<file path="src/sv/jlahd_pkg.sv">
// Shared types, marker codes and sizes for the JPEG long AC code detector.
// No dependencies; every other file imports this package.
package jlahd_pkg;

  localparam int OFFSET_BITS_DEF = 20;
  localparam int SCAN_LIMIT_W    = 20;
  localparam int MAX_BITS_W      = 5;
  localparam int CFG_DATA_W      = 20;
  localparam int CFG_IDX_W       = 1;
  localparam int IN_Q_DEPTH      = 4;
  localparam int RES_Q_DEPTH     = 2;
  localparam int OUTCOME_W       = 3;

  localparam logic [SCAN_LIMIT_W-1:0] SCAN_LIMIT_RST = SCAN_LIMIT_W'(256 * 1024);
  localparam logic [MAX_BITS_W-1:0]   MAX_BITS_RST   = MAX_BITS_W'(10);

  localparam logic [7:0] MRK_PREFIX = 8'hFF;
  localparam logic [7:0] MRK_SOI    = 8'hD8;
  localparam logic [7:0] MRK_SOS    = 8'hDA;
  localparam logic [7:0] MRK_EOI    = 8'hD9;
  localparam logic [7:0] MRK_DHT    = 8'hC4;
  localparam logic [7:0] MRK_TEM    = 8'h01;
  localparam logic [7:0] MRK_RST0   = 8'hD0;
  localparam logic [7:0] MRK_RST7   = 8'hD7;

  localparam int          DHT_AC_BIT   = 4;
  localparam logic [3:0]  COUNT_LAST   = 4'd15;
  localparam logic [15:0] DHT_COUNTS   = 16'd16;
  localparam logic [15:0] LEN_MIN      = 16'd2;

  typedef enum logic [CFG_IDX_W-1:0] {
    CFG_SCAN_LIMIT    = 1'b0,
    CFG_MAX_CODE_BITS = 1'b1
  } cfg_idx_t;

  typedef enum logic [OUTCOME_W-1:0] {
    OUT_LONG_CODE  = 3'd0,
    OUT_STOP       = 3'd1,
    OUT_BAD_SOI    = 3'd2,
    OUT_BAD_LENGTH = 3'd3,
    OUT_BAD_DHT    = 3'd4,
    OUT_DATA_ENDED = 3'd5,
    OUT_LIMIT      = 3'd6
  } outcome_t;

  typedef enum logic [3:0] {
    PH_WAIT      = 4'd0,
    PH_SOI1      = 4'd1,
    PH_SOI2      = 4'd2,
    PH_PREFIX    = 4'd3,
    PH_MARKER    = 4'd4,
    PH_LEN_HI    = 4'd5,
    PH_LEN_LO    = 4'd6,
    PH_SKIP      = 4'd7,
    PH_DHT_INFO  = 4'd8,
    PH_DHT_COUNT = 4'd9,
    PH_DHT_SYM   = 4'd10,
    PH_DONE      = 4'd11
  } phase_t;

  typedef struct packed {
    logic is_ff;
    logic is_stop;
    logic is_nolen;
    logic is_dht;
  } byte_class_t;

  typedef struct packed {
    logic [7:0]  data;
    logic        first;
    logic        last;
    byte_class_t cls;
  } byte_item_t;

endpackage

</file>
<file path="src/sv/jlahd_front.sv">
// Front end: classifies each incoming byte and holds it in a short queue.
// Depends on jlahd_pkg.
module jlahd_front (
  input  logic                 clk,
  input  logic                 rst_n,
  input  logic                 push,
  input  logic [7:0]           data_byte,
  input  logic                 first_byte,
  input  logic                 last_byte,
  output logic                 full,
  input  logic                 q_pop,
  output logic                 q_valid,
  output jlahd_pkg::byte_item_t q_item
);
  import jlahd_pkg::*;

  localparam int PTR_W = $clog2(IN_Q_DEPTH);
  localparam int CNT_W = $clog2(IN_Q_DEPTH + 1);

  byte_item_t           mem_r [IN_Q_DEPTH];
  logic [PTR_W-1:0]     wr_ptr_r, wr_ptr_nxt;
  logic [PTR_W-1:0]     rd_ptr_r, rd_ptr_nxt;
  logic [CNT_W-1:0]     cnt_r, cnt_nxt;
  byte_item_t           item_in;
  logic                 do_push, do_pop;

  always_comb begin
    item_in.data         = data_byte;
    item_in.first        = first_byte;
    item_in.last         = last_byte;
    item_in.cls.is_ff    = (data_byte == MRK_PREFIX);
    item_in.cls.is_stop  = (data_byte inside {MRK_SOS, MRK_EOI});
    item_in.cls.is_nolen = (data_byte inside {MRK_TEM, [MRK_RST0:MRK_RST7]});
    item_in.cls.is_dht   = (data_byte == MRK_DHT);
  end

  assign full    = (cnt_r == CNT_W'(IN_Q_DEPTH));
  assign q_valid = (cnt_r != '0);
  assign q_item  = mem_r[rd_ptr_r];
  assign do_push = push && !full;
  assign do_pop  = q_pop && q_valid;

  always_comb begin
    wr_ptr_nxt = do_push ? wr_ptr_r + PTR_W'(1) : wr_ptr_r;
    rd_ptr_nxt = do_pop  ? rd_ptr_r + PTR_W'(1) : rd_ptr_r;
    cnt_nxt    = cnt_r + CNT_W'(do_push) - CNT_W'(do_pop);
  end

  always_ff @(posedge clk) begin
    if (!rst_n) begin
      wr_ptr_r <= '0;
      rd_ptr_r <= '0;
      cnt_r    <= '0;
    end else begin
      wr_ptr_r <= wr_ptr_nxt;
      rd_ptr_r <= rd_ptr_nxt;
      cnt_r    <= cnt_nxt;
    end
  end

  always_ff @(posedge clk) begin
    if (do_push) begin
      mem_r[wr_ptr_r] <= item_in;
    end
  end

endmodule

</file>
<file path="src/sv/jlahd_back.sv">
// Back end: marker segment walker and DHT length-count checker, one byte a cycle
// while res_full is low. Holds the configuration registers. Depends on jlahd_pkg.
module jlahd_back #(
  parameter int OFFSET_BITS = jlahd_pkg::OFFSET_BITS_DEF
) (
  input  logic                                 clk,
  input  logic                                 rst_n,
  input  logic                                 cfg_we,
  input  logic [jlahd_pkg::CFG_IDX_W-1:0]      cfg_index,
  input  logic [jlahd_pkg::CFG_DATA_W-1:0]     cfg_wdata,
  input  logic                                 q_valid,
  input  jlahd_pkg::byte_item_t                q_item,
  output logic                                 q_pop,
  input  logic                                 res_full,
  output logic                                 res_push,
  output logic                                 res_long,
  output logic [jlahd_pkg::OUTCOME_W-1:0]      res_outcome,
  output logic [OFFSET_BITS-1:0]               res_offset
);
  import jlahd_pkg::*;

  localparam int CMP_W = (OFFSET_BITS > SCAN_LIMIT_W) ? OFFSET_BITS : SCAN_LIMIT_W;
  localparam logic [OFFSET_BITS-1:0] OFF_MAX = '1;

  logic [SCAN_LIMIT_W-1:0] scan_limit_r;
  logic [MAX_BITS_W-1:0]   max_bits_r;

  phase_t                  phase_r, phase_nxt;
  logic [OFFSET_BITS-1:0]  pos_r, pos_nxt;
  logic [OFFSET_BITS-1:0]  seg_r, seg_nxt;
  logic [15:0]             pr_r, pr_nxt;
  logic [7:0]              lh_r, lh_nxt;
  logic                    mk_dht_r, mk_dht_nxt;
  logic                    ac_r, ac_nxt;
  logic [3:0]              ci_r, ci_nxt;
  logic [11:0]             st_r, st_nxt;
  logic                    long_r, long_nxt;
  logic [11:0]             sk_r, sk_nxt;

  logic                    fire, active;
  phase_t                  ph;
  logic [OFFSET_BITS-1:0]  off, off_inc, seg_base;
  logic [15:0]             pr_cur, pr_dec, len, len_m2;
  logic [11:0]             st_new, sk_dec;
  logic                    long_new, lim_cur, lim_seg, len_bad, st_over;
  logic                    dec, seg_done;
  outcome_t                code;
  byte_item_t              it;

  assign it    = q_item;
  assign fire  = q_valid && !res_full;
  assign q_pop = fire;
  assign ph    = it.first ? PH_SOI1 : phase_r;
  assign active = fire && (ph != PH_WAIT) && (ph != PH_DONE);

  always_comb begin
    off      = it.first ? '0 : pos_r;
    off_inc  = (off == OFF_MAX) ? off : off + OFFSET_BITS'(1);
    seg_base = it.first ? '0 : seg_r;
    pr_cur   = it.first ? '0 : pr_r;
    pr_dec   = (pr_cur != '0) ? pr_cur - 16'd1 : pr_cur;
    len      = {lh_r, it.data};
    len_m2   = len - LEN_MIN;
    len_bad  = (len < LEN_MIN);
    st_new   = st_r + 12'(it.data);
    st_over  = ({4'b0, st_new} > pr_dec);
    long_new = long_r || (ac_r && (it.data != 8'd0) && ({1'b0, ci_r} >= max_bits_r));
    sk_dec   = (sk_r != '0) ? sk_r - 12'd1 : sk_r;
    lim_cur  = (CMP_W'(seg_base) >= CMP_W'(scan_limit_r));
    lim_seg  = (CMP_W'(off_inc) >= CMP_W'(scan_limit_r));
  end

  // next phase and decision
  always_comb begin
    phase_nxt = phase_r;
    dec       = 1'b0;
    code      = OUT_STOP;
    seg_done  = 1'b0;
    if (active) begin
      phase_nxt = ph;
      case (ph)
        PH_SOI1: begin
          if (!it.cls.is_ff) begin
            dec  = 1'b1;
            code = OUT_BAD_SOI;
          end else begin
            phase_nxt = PH_SOI2;
          end
        end
        PH_SOI2: begin
          if (it.data != MRK_SOI) begin
            dec  = 1'b1;
            code = OUT_BAD_SOI;
          end else begin
            phase_nxt = PH_PREFIX;
            dec       = lim_cur;
            code      = OUT_LIMIT;
          end
        end
        PH_PREFIX: begin
          if (it.cls.is_ff) begin
            phase_nxt = PH_MARKER;
          end else begin
            dec  = lim_cur;
            code = OUT_LIMIT;
          end
        end
        PH_MARKER: begin
          if (it.cls.is_ff) begin
            phase_nxt = PH_MARKER;
          end else if (it.cls.is_stop) begin
            dec  = 1'b1;
            code = OUT_STOP;
          end else if (it.cls.is_nolen) begin
            phase_nxt = PH_PREFIX;
            dec       = lim_cur;
            code      = OUT_LIMIT;
          end else begin
            phase_nxt = PH_LEN_HI;
          end
        end
        PH_LEN_HI: phase_nxt = PH_LEN_LO;
        PH_LEN_LO: begin
          if (len_bad) begin
            dec  = 1'b1;
            code = OUT_BAD_LENGTH;
          end else if (len_m2 == '0) begin
            seg_done  = 1'b1;
            phase_nxt = PH_PREFIX;
            dec       = lim_seg;
            code      = OUT_LIMIT;
          end else begin
            phase_nxt = mk_dht_r ? PH_DHT_INFO : PH_SKIP;
          end
        end
        PH_SKIP: begin
          if (pr_dec == '0) begin
            seg_done  = 1'b1;
            phase_nxt = PH_PREFIX;
            dec       = lim_seg;
            code      = OUT_LIMIT;
          end
        end
        PH_DHT_INFO: begin
          if (pr_dec < DHT_COUNTS) begin
            dec  = 1'b1;
            code = OUT_BAD_DHT;
          end else begin
            phase_nxt = PH_DHT_COUNT;
          end
        end
        PH_DHT_COUNT: begin
          if (ci_r == COUNT_LAST) begin
            if (long_new) begin
              dec  = 1'b1;
              code = OUT_LONG_CODE;
            end else if (st_over) begin
              dec  = 1'b1;
              code = OUT_BAD_DHT;
            end else if (st_new != '0) begin
              phase_nxt = PH_DHT_SYM;
            end else if (pr_dec == '0) begin
              seg_done  = 1'b1;
              phase_nxt = PH_PREFIX;
              dec       = lim_seg;
              code      = OUT_LIMIT;
            end else begin
              phase_nxt = PH_DHT_INFO;
            end
          end
        end
        PH_DHT_SYM: begin
          if (sk_dec == '0) begin
            if (pr_dec == '0) begin
              seg_done  = 1'b1;
              phase_nxt = PH_PREFIX;
              dec       = lim_seg;
              code      = OUT_LIMIT;
            end else begin
              phase_nxt = PH_DHT_INFO;
            end
          end
        end
        default: phase_nxt = ph;
      endcase
      if (!dec && it.last) begin
        dec  = 1'b1;
        code = OUT_DATA_ENDED;
      end
      if (dec) begin
        phase_nxt = PH_DONE;
      end
    end
  end

  // datapath updates
  always_comb begin
    pos_nxt    = pos_r;
    seg_nxt    = seg_r;
    pr_nxt     = pr_r;
    lh_nxt     = lh_r;
    mk_dht_nxt = mk_dht_r;
    ac_nxt     = ac_r;
    ci_nxt     = ci_r;
    st_nxt     = st_r;
    long_nxt   = long_r;
    sk_nxt     = sk_r;
    if (active) begin
      if (it.first) begin
        pr_nxt     = '0;
        lh_nxt     = '0;
        mk_dht_nxt = 1'b0;
        ac_nxt     = 1'b0;
        ci_nxt     = '0;
        st_nxt     = '0;
        long_nxt   = 1'b0;
        sk_nxt     = '0;
      end
      pos_nxt = off_inc;
      seg_nxt = seg_done ? off_inc : seg_base;
      case (ph)
        PH_MARKER: begin
          if (!it.cls.is_ff && !it.cls.is_stop && !it.cls.is_nolen) begin
            mk_dht_nxt = it.cls.is_dht;
          end
        end
        PH_LEN_HI: lh_nxt = it.data;
        PH_LEN_LO: begin
          if (!len_bad) begin
            pr_nxt = len_m2;
          end
        end
        PH_SKIP: pr_nxt = pr_dec;
        PH_DHT_INFO: begin
          pr_nxt = pr_dec;
          ac_nxt = it.data[DHT_AC_BIT];
          if (pr_dec >= DHT_COUNTS) begin
            ci_nxt   = '0;
            st_nxt   = '0;
            long_nxt = 1'b0;
          end
        end
        PH_DHT_COUNT: begin
          pr_nxt   = pr_dec;
          st_nxt   = st_new;
          long_nxt = long_new;
          if (ci_r != COUNT_LAST) begin
            ci_nxt = ci_r + 4'd1;
          end else begin
            sk_nxt = st_new;
          end
        end
        PH_DHT_SYM: begin
          pr_nxt = pr_dec;
          sk_nxt = sk_dec;
        end
        default: pr_nxt = pr_nxt;
      endcase
    end
  end

  assign res_push    = fire && dec;
  assign res_long    = (code == OUT_LONG_CODE);
  assign res_outcome = code;
  assign res_offset  = off;

  always_ff @(posedge clk) begin
    if (!rst_n) begin
      scan_limit_r <= SCAN_LIMIT_RST;
      max_bits_r   <= MAX_BITS_RST;
    end else if (cfg_we) begin
      case (cfg_idx_t'(cfg_index))
        CFG_SCAN_LIMIT:    scan_limit_r <= cfg_wdata[SCAN_LIMIT_W-1:0];
        CFG_MAX_CODE_BITS: max_bits_r   <= cfg_wdata[MAX_BITS_W-1:0];
        default:           scan_limit_r <= scan_limit_r;
      endcase
    end
  end

  always_ff @(posedge clk) begin
    if (!rst_n) begin
      phase_r  <= PH_WAIT;
      pos_r    <= '0;
      seg_r    <= '0;
      pr_r     <= '0;
      lh_r     <= '0;
      mk_dht_r <= 1'b0;
      ac_r     <= 1'b0;
      ci_r     <= '0;
      st_r     <= '0;
      long_r   <= 1'b0;
      sk_r     <= '0;
    end else begin
      phase_r  <= phase_nxt;
      pos_r    <= pos_nxt;
      seg_r    <= seg_nxt;
      pr_r     <= pr_nxt;
      lh_r     <= lh_nxt;
      mk_dht_r <= mk_dht_nxt;
      ac_r     <= ac_nxt;
      ci_r     <= ci_nxt;
      st_r     <= st_nxt;
      long_r   <= long_nxt;
      sk_r     <= sk_nxt;
    end
  end

endmodule

</file>
<file path="src/sv/jlahd_resq.sv">
// Result queue: two-entry buffer between the back end and the result port.
// Depends on jlahd_pkg.
module jlahd_resq #(
  parameter int OFFSET_BITS = jlahd_pkg::OFFSET_BITS_DEF
) (
  input  logic                            clk,
  input  logic                            rst_n,
  input  logic                            push,
  input  logic                            long_in,
  input  logic [jlahd_pkg::OUTCOME_W-1:0] outcome_in,
  input  logic [OFFSET_BITS-1:0]          offset_in,
  output logic                            full,
  output logic                            empty,
  input  logic                            pop,
  output logic                            long_out,
  output logic [jlahd_pkg::OUTCOME_W-1:0] outcome_out,
  output logic [OFFSET_BITS-1:0]          offset_out
);
  import jlahd_pkg::*;

  localparam int RES_W = 1 + OUTCOME_W + OFFSET_BITS;
  localparam int PTR_W = $clog2(RES_Q_DEPTH);
  localparam int CNT_W = $clog2(RES_Q_DEPTH + 1);

  logic [RES_W-1:0] mem_r [RES_Q_DEPTH];
  logic [PTR_W-1:0] wr_ptr_r, wr_ptr_nxt;
  logic [PTR_W-1:0] rd_ptr_r, rd_ptr_nxt;
  logic [CNT_W-1:0] cnt_r, cnt_nxt;
  logic             do_push, do_pop;

  assign full    = (cnt_r == CNT_W'(RES_Q_DEPTH));
  assign empty   = (cnt_r == '0);
  assign do_push = push && !full;
  assign do_pop  = pop && !empty;
  assign {long_out, outcome_out, offset_out} = mem_r[rd_ptr_r];

  always_comb begin
    wr_ptr_nxt = do_push ? wr_ptr_r + PTR_W'(1) : wr_ptr_r;
    rd_ptr_nxt = do_pop  ? rd_ptr_r + PTR_W'(1) : rd_ptr_r;
    cnt_nxt    = cnt_r + CNT_W'(do_push) - CNT_W'(do_pop);
  end

  always_ff @(posedge clk) begin
    if (!rst_n) begin
      wr_ptr_r <= '0;
      rd_ptr_r <= '0;
      cnt_r    <= '0;
    end else begin
      wr_ptr_r <= wr_ptr_nxt;
      rd_ptr_r <= rd_ptr_nxt;
      cnt_r    <= cnt_nxt;
    end
  end

  always_ff @(posedge clk) begin
    if (do_push) begin
      mem_r[wr_ptr_r] <= {long_in, outcome_in, offset_in};
    end
  end

endmodule

</file>
<file path="src/sv/jpeg_long_ac_huffman_detector.sv">
// Top level of the JPEG long AC code detector: front queue, segment walker, result queue.
// Depends on jlahd_pkg, jlahd_front, jlahd_back, jlahd_resq.
//
//  port group | handshake        | payload
//  -----------+------------------+-----------------------------------------------
//  in_        | push / full      | data_byte, first_byte, last_byte
//  out_       | empty / pop      | long_code_found, outcome, byte_offset
//  cfg_       | we (no wait)     | index, wdata (scan_limit, max_code_bits)
//
// One byte a cycle unless stalled; the segment walker updates its state once per byte.
// A result shows on out_ once the walker has decided it and written it into the result queue.
// Reset (rst_n low at a clock edge) empties both queues and waits for a first byte.
// The walker stalls while the two-entry result queue is full; full rises once
// four bytes wait in the input queue.
module jpeg_long_ac_huffman_detector #(
  parameter int OFFSET_BITS = jlahd_pkg::OFFSET_BITS_DEF
) (
  input  logic                            clk,
  input  logic                            rst_n,
  input  logic                            push,
  output logic                            full,
  input  logic [7:0]                      in_data_byte,
  input  logic                            in_first_byte,
  input  logic                            in_last_byte,
  output logic                            empty,
  input  logic                            pop,
  output logic                            out_long_code_found,
  output logic [jlahd_pkg::OUTCOME_W-1:0] out_outcome,
  output logic [OFFSET_BITS-1:0]          out_byte_offset,
  input  logic                            cfg_we,
  input  logic [jlahd_pkg::CFG_IDX_W-1:0] cfg_index,
  input  logic [jlahd_pkg::CFG_DATA_W-1:0] cfg_wdata
);
  import jlahd_pkg::*;

  byte_item_t             q_item;
  logic                   q_valid, q_pop;
  logic                   res_full, res_push, res_long;
  logic [OUTCOME_W-1:0]   res_outcome;
  logic [OFFSET_BITS-1:0] res_offset;

  jlahd_front u_front (
    .clk        (clk),
    .rst_n      (rst_n),
    .push       (push),
    .data_byte  (in_data_byte),
    .first_byte (in_first_byte),
    .last_byte  (in_last_byte),
    .full       (full),
    .q_pop      (q_pop),
    .q_valid    (q_valid),
    .q_item     (q_item)
  );

  jlahd_back #(
    .OFFSET_BITS (OFFSET_BITS)
  ) u_back (
    .clk         (clk),
    .rst_n       (rst_n),
    .cfg_we      (cfg_we),
    .cfg_index   (cfg_index),
    .cfg_wdata   (cfg_wdata),
    .q_valid     (q_valid),
    .q_item      (q_item),
    .q_pop       (q_pop),
    .res_full    (res_full),
    .res_push    (res_push),
    .res_long    (res_long),
    .res_outcome (res_outcome),
    .res_offset  (res_offset)
  );

  jlahd_resq #(
    .OFFSET_BITS (OFFSET_BITS)
  ) u_resq (
    .clk         (clk),
    .rst_n       (rst_n),
    .push        (res_push),
    .long_in     (res_long),
    .outcome_in  (res_outcome),
    .offset_in   (res_offset),
    .full        (res_full),
    .empty       (empty),
    .pop         (pop),
    .long_out    (out_long_code_found),
    .outcome_out (out_outcome),
    .offset_out  (out_byte_offset)
  );

endmodule

</file>
<file path="config.mk">
export PLATFORM = sky130hd
export DESIGN_NAME = jpeg_long_ac_huffman_detector
export DESIGN_NICKNAME = d
export VERILOG_FILES = /design/src/sv/jlahd_pkg.sv /design/src/sv/jlahd_front.sv /design/src/sv/jlahd_back.sv /design/src/sv/jlahd_resq.sv /design/src/sv/jpeg_long_ac_huffman_detector.sv
export SDC_FILE = /design/constraint.sdc
export NUM_CORES = 1
export LEC_CHECK = 0
export BUFFER_PORTS_ARGS = -buffer_cell sky130_fd_sc_hd__buf_2
export CAP_MARGIN = 15
export CORE_AREA = 3 3 175 220
export CTS_BUF_LIST = sky130_fd_sc_hd__clkbuf_8
export CTS_CLUSTER_SIZE = 16
export DETAILED_ROUTE_END_ITERATION = 6
export DIE_AREA = 0 0 178 223
export PLACE_DENSITY = 0.61
export SETUP_SLACK_MARGIN = 0.5
export SKIP_CTS_REPAIR_TIMING = 1
export SLEW_MARGIN = 30
export SYNTH_ARGS = -nofsm -noshare
export SYNTH_HDL_FRONTEND = slang
export SYNTH_SLANG_ARGS = --single-unit
</file>
<file path="constraint.sdc">
create_clock -name clk -period 15.55 [get_ports clk]
set_clock_uncertainty 0.15 [all_clocks]
set_input_delay 1.555 -clock clk [delete_from_list [all_inputs] [get_ports clk]]
set_output_delay 1.555 -clock clk [all_outputs]
set_load 0.01 [all_outputs]
</file>
==> summary.md <==
| Metric | Value |
|---|---|
| Num CTS Buffers | `42` |
| Vias | `12,100` |
| CP Capture Type | `register` |
| Final hold vios | `0` |
| DP HPWL | `28,600 µm` |
| Status | `finished, final reports clean` |
| Core footprint | `0.0364 mm²` |
| WS Path Type | `register to register` |
| Grt total ovfl | `0` |
| CTS tree | `done` |
| Final number of max-transition violations | `0` |
| Fill cells | `3,614` |
| Clk sink count | `242` |
| Drt pass-1 iters | `5` |
| DP Cell Count | `2,013` |
| IO Pins | `62` |
| Post-route ant nets | `0` |
| Gate Count Post-Synth | `1,554` |
| Design Power | `2640 µW` |
| First-pass GRT wire length | `62,500 µm` |
| Worst rel slew slack | `0.346` |
| All-layer global routing usage | `0.195` |
| Crit-path max FO | `29` |
| Distinct cells, synth | `90` |
| Die H | `223 µm` |
| Worst vdd ir | `0.000102 V` |
| Initial antenna violation count | `0` |
| Clock Pin Slew Worst Setup and Hold Paths | `0.06 ns` |
| Critical path data required time | `15.85 ns` |
| Number of synthesized register bits | `242` |
| Nets@finish | `1,692` |
| Syn. warnings | `0` |
| Worst path slowest cell | `dfxtp_1` |
| Vias in the first global route | `11,900` |
| Post-synth ARST share | `0` |
| Port Buf Inserts | `61` |
| Syn Area/Cell | `9.35 µm²` |
| Min-Delay Path Class | `register to register` |
| Crit path DAT | `7.35 ns` |
| Site row count | `78` |
| Buffers and inverters on the worst path | `2` |
| Final GP Congestion | `0.967` |
| Register area share after synthesis | `0.405` |
| Die area | `0.0397 mm²` |
| WL/cell | `19.1 µm` |
| Worst slew pin tran | `0.975 ns` |
| Clock Path Buffers | `3` |
| Final period utilization | `0.453` |
| Cell repeated most along the worst path | `ha_1` |
| RSZ-0062 raised after global routing | `false` |
| Leak Pwr | `0.00609 µW` |
| PD cells | `165 mW/mm²` |
| # DRC | `0` |
| Initial Util | `0.399` |
| Top flip-flop cell by instance count after synthesis | `dfxtp_1` |
| EDFF count, synth | `104` |
| Syn nets | `1,669` |
| Mapped Area | `0.0145 mm²` |
| Final setup fails | `0` |
| Maximum number of pins on one net before global-route repair | `97` |
| H-tree levels | `2` |
| Startpoint Class | `register` |
| Skew-Pair Late Insertion Delay | `0.59 ns` |
| TNS Setup | `0 ns` |
| WL final | `39,900 µm` |
| Hold slack | `0.318 ns` |
| CP max stage delay | `0.78 ns` |
| Max-Cap Viols | `0` |
| Layout cell share with drive strength beyond 1 | `0.144` |
| Die width | `178 µm` |
| Final non-filler cell total | `2,089` |
| Post-layout util | `0.439` |
| Area Growth Syn to Fin | `10.0%` |
| Clock Root Buffer | `clkbuf_8` |
| Initial DRC count | `814` |
| Fmax | `142 MHz` |
| Crit-path leading delay family | `simple AND/OR/NAND/NOR gates` |
| Minimum clock period | `7.05 ns` |
| Routed vias/inst | `5.79` |
-- layer usage --
metal | share of wire | wire, µm | GRT usage | vias to the layer above
met2 | 0.52 | 20900 | 0.360 | 355
met3 | 0.044 | 1750 | 0.0306 | 122
met4 | 0.042 | 1680 | 0.0847 | 0
met5 | 0 | 0 | 0 | -
li1 | - | - | - | 5801
met1 | 0.39 | 15600 | 0.218 | 5809
-- worst reg2reg max path: stages, from the launching register on --
cell and delay, ns:
dfxtp_1 0.78, mux4_2 0.72, nor2b_1 0.38, ha_1 0.30, inv_1 0.05, or3_1 0.41, nor4_4 0.39, nand3_2 0.25
nor4b_2 0.28, nand3_1 0.13, nor2_1 0.06, mux2_2 0.29, ha_1 0.31, a211oi_1 0.27, nand2_1 0.11, o31ai_1 0.42
a21oi_1 0.17, a211oi_2 0.28, and4b_1 0.21, nand2_1 0.15, nand2_2 0.17, inv_2 0.05, ha_1 0.18, xnor2_1 0.13
xnor2_1 0.12, and2_1 0.15
-- sequential cells by signal, indices dropped and copies added (netlist names), named ones only --
name                 flops
u_back.long_r            1
u_back.pos_r            20
u_back.sk_r             12
u_front.rd_ptr_r         2
u_back.seg_r            20
u_back.st_r             12
u_back.max_bits_r        5
u_front.cnt_r            3
u_back.lh_r              8
u_back.pr_r             16
u_back.scan_limit_r     20
u_back.phase_r           4
u_resq.cnt_r             2
u_front.wr_ptr_r         2
u_resq.wr_ptr_r          1
u_front.mem_r           56
u_back.ac_r              1
u_resq.mem_r            48
u_resq.rd_ptr_r          1
u_back.ci_r              4
u_back.mk_dht_r          1
-- cells by family (layout without fill, tap and decap cells) --
logic type	after synthesis	in the layout	synth area share
AOI/OAI and AO/OA	388	388	0.187
xor gates and xnor gates	46	46	0.0277
adders and majority gates	79	79	0.0691
buffers and inverters	170	224	0.0491
DFF	242	242	0.405
muxes	48	48	0.0476
other	0	1	0
and+or+nand+nor	581	581	0.215
-- placed cells by master (no fill, tap or decap), drive strengths merged, types with 10 or more instances in the layout --
cell / Yosys / layout
nand4: 18 / 18
a211oi: 15 / 15
buf: 28 / 73
xor2: 15 / 15
nand2: 154 / 154
nor2b: 84 / 84
ha: 77 / 77
and3: 13 / 13
a21o: 14 / 14
xnor2: 31 / 31
o31ai: 13 / 13
or3: 13 / 13
clkbuf: 66 / 47
or2: 10 / 10
or4: 16 / 16
nand3: 45 / 45
edfxtp: 104 / 104
dfxtp: 138 / 138
a31oi: 11 / 11
nor3b: 19 / 19
and2: 25 / 25
mux4: 14 / 14
clkinv: 0 / 15
nor3: 35 / 35
o22ai: 14 / 14
a32o: 21 / 21
o21ai: 74 / 74
o211ai: 13 / 13
nor2: 88 / 88
nand2b: 15 / 15
a21oi: 79 / 79
mux2: 29 / 29
inv: 76 / 86
nor4: 25 / 25
a22oi: 26 / 26
a21boi: 36 / 36
-- worst paths after layout --
check	cells after the start	slack (ns)	end	startpoint
worst max-delay path	25	8.50	u_resq.cnt_r[1]	register
worst min register to register	2	0.32	u_back.scan_limit_r[14]	u_back.scan_limit_r[14]
worst min-delay path	2	0.32	u_back.scan_limit_r[14]	u_back.scan_limit_r[14]
worst max register to register	25	8.50	u_resq.cnt_r[1]	register
-- report_power, final --
part	total, µW	switching, µW	internal, µW
clock	574	263	311
sequential	857	74.5	783
combinational	1210	786	428
total	2640	1120	1520
-- cells in the mapped netlist, drive strengths merged (29+ instances only) --
master / number / area (µm²)
nor3: 35 / 185
ha: 77 / 963
edfxtp: 104 / 3120
mux2: 29 / 327
xnor2: 31 / 272
dfxtp: 138 / 2760
nor2b: 84 / 526
o21ai: 74 / 385
nand3: 45 / 230
clkbuf: 66 / 248
nor2: 88 / 333
a21boi: 36 / 270
a21oi: 79 / 399
inv: 76 / 285
nand2: 154 / 581
-- layout make-up --
type / instances / area (µm²) / share of cell area
Multi-Input combinational cell: 1142 / 7990 / 0.500
Sequential cell: 242 / 5890 / 0.368
Clock buffer: 47 / 647 / 0.0405
Tap cell: 480 / 601 / 0.0376
Timing Repair Buffer: 73 / 398 / 0.0249
Inverter: 76 / 285 / 0.0178
Clock inverter: 28 / 175 / 0.0110
Antenna cell: 1 / 2.50 / 0.000157
-- stage by stage --
stage                     worst slack, ns  instance area [µm²]
final                                8.50                16000
after global routing                 8.03                16000
after CTS                            8.53                16000
after detailed placement             8.58                15200
after global placement               8.77                15100
after floorplan                      8.97                14500
No activity file was read; power rests on OpenSTA's default activity.
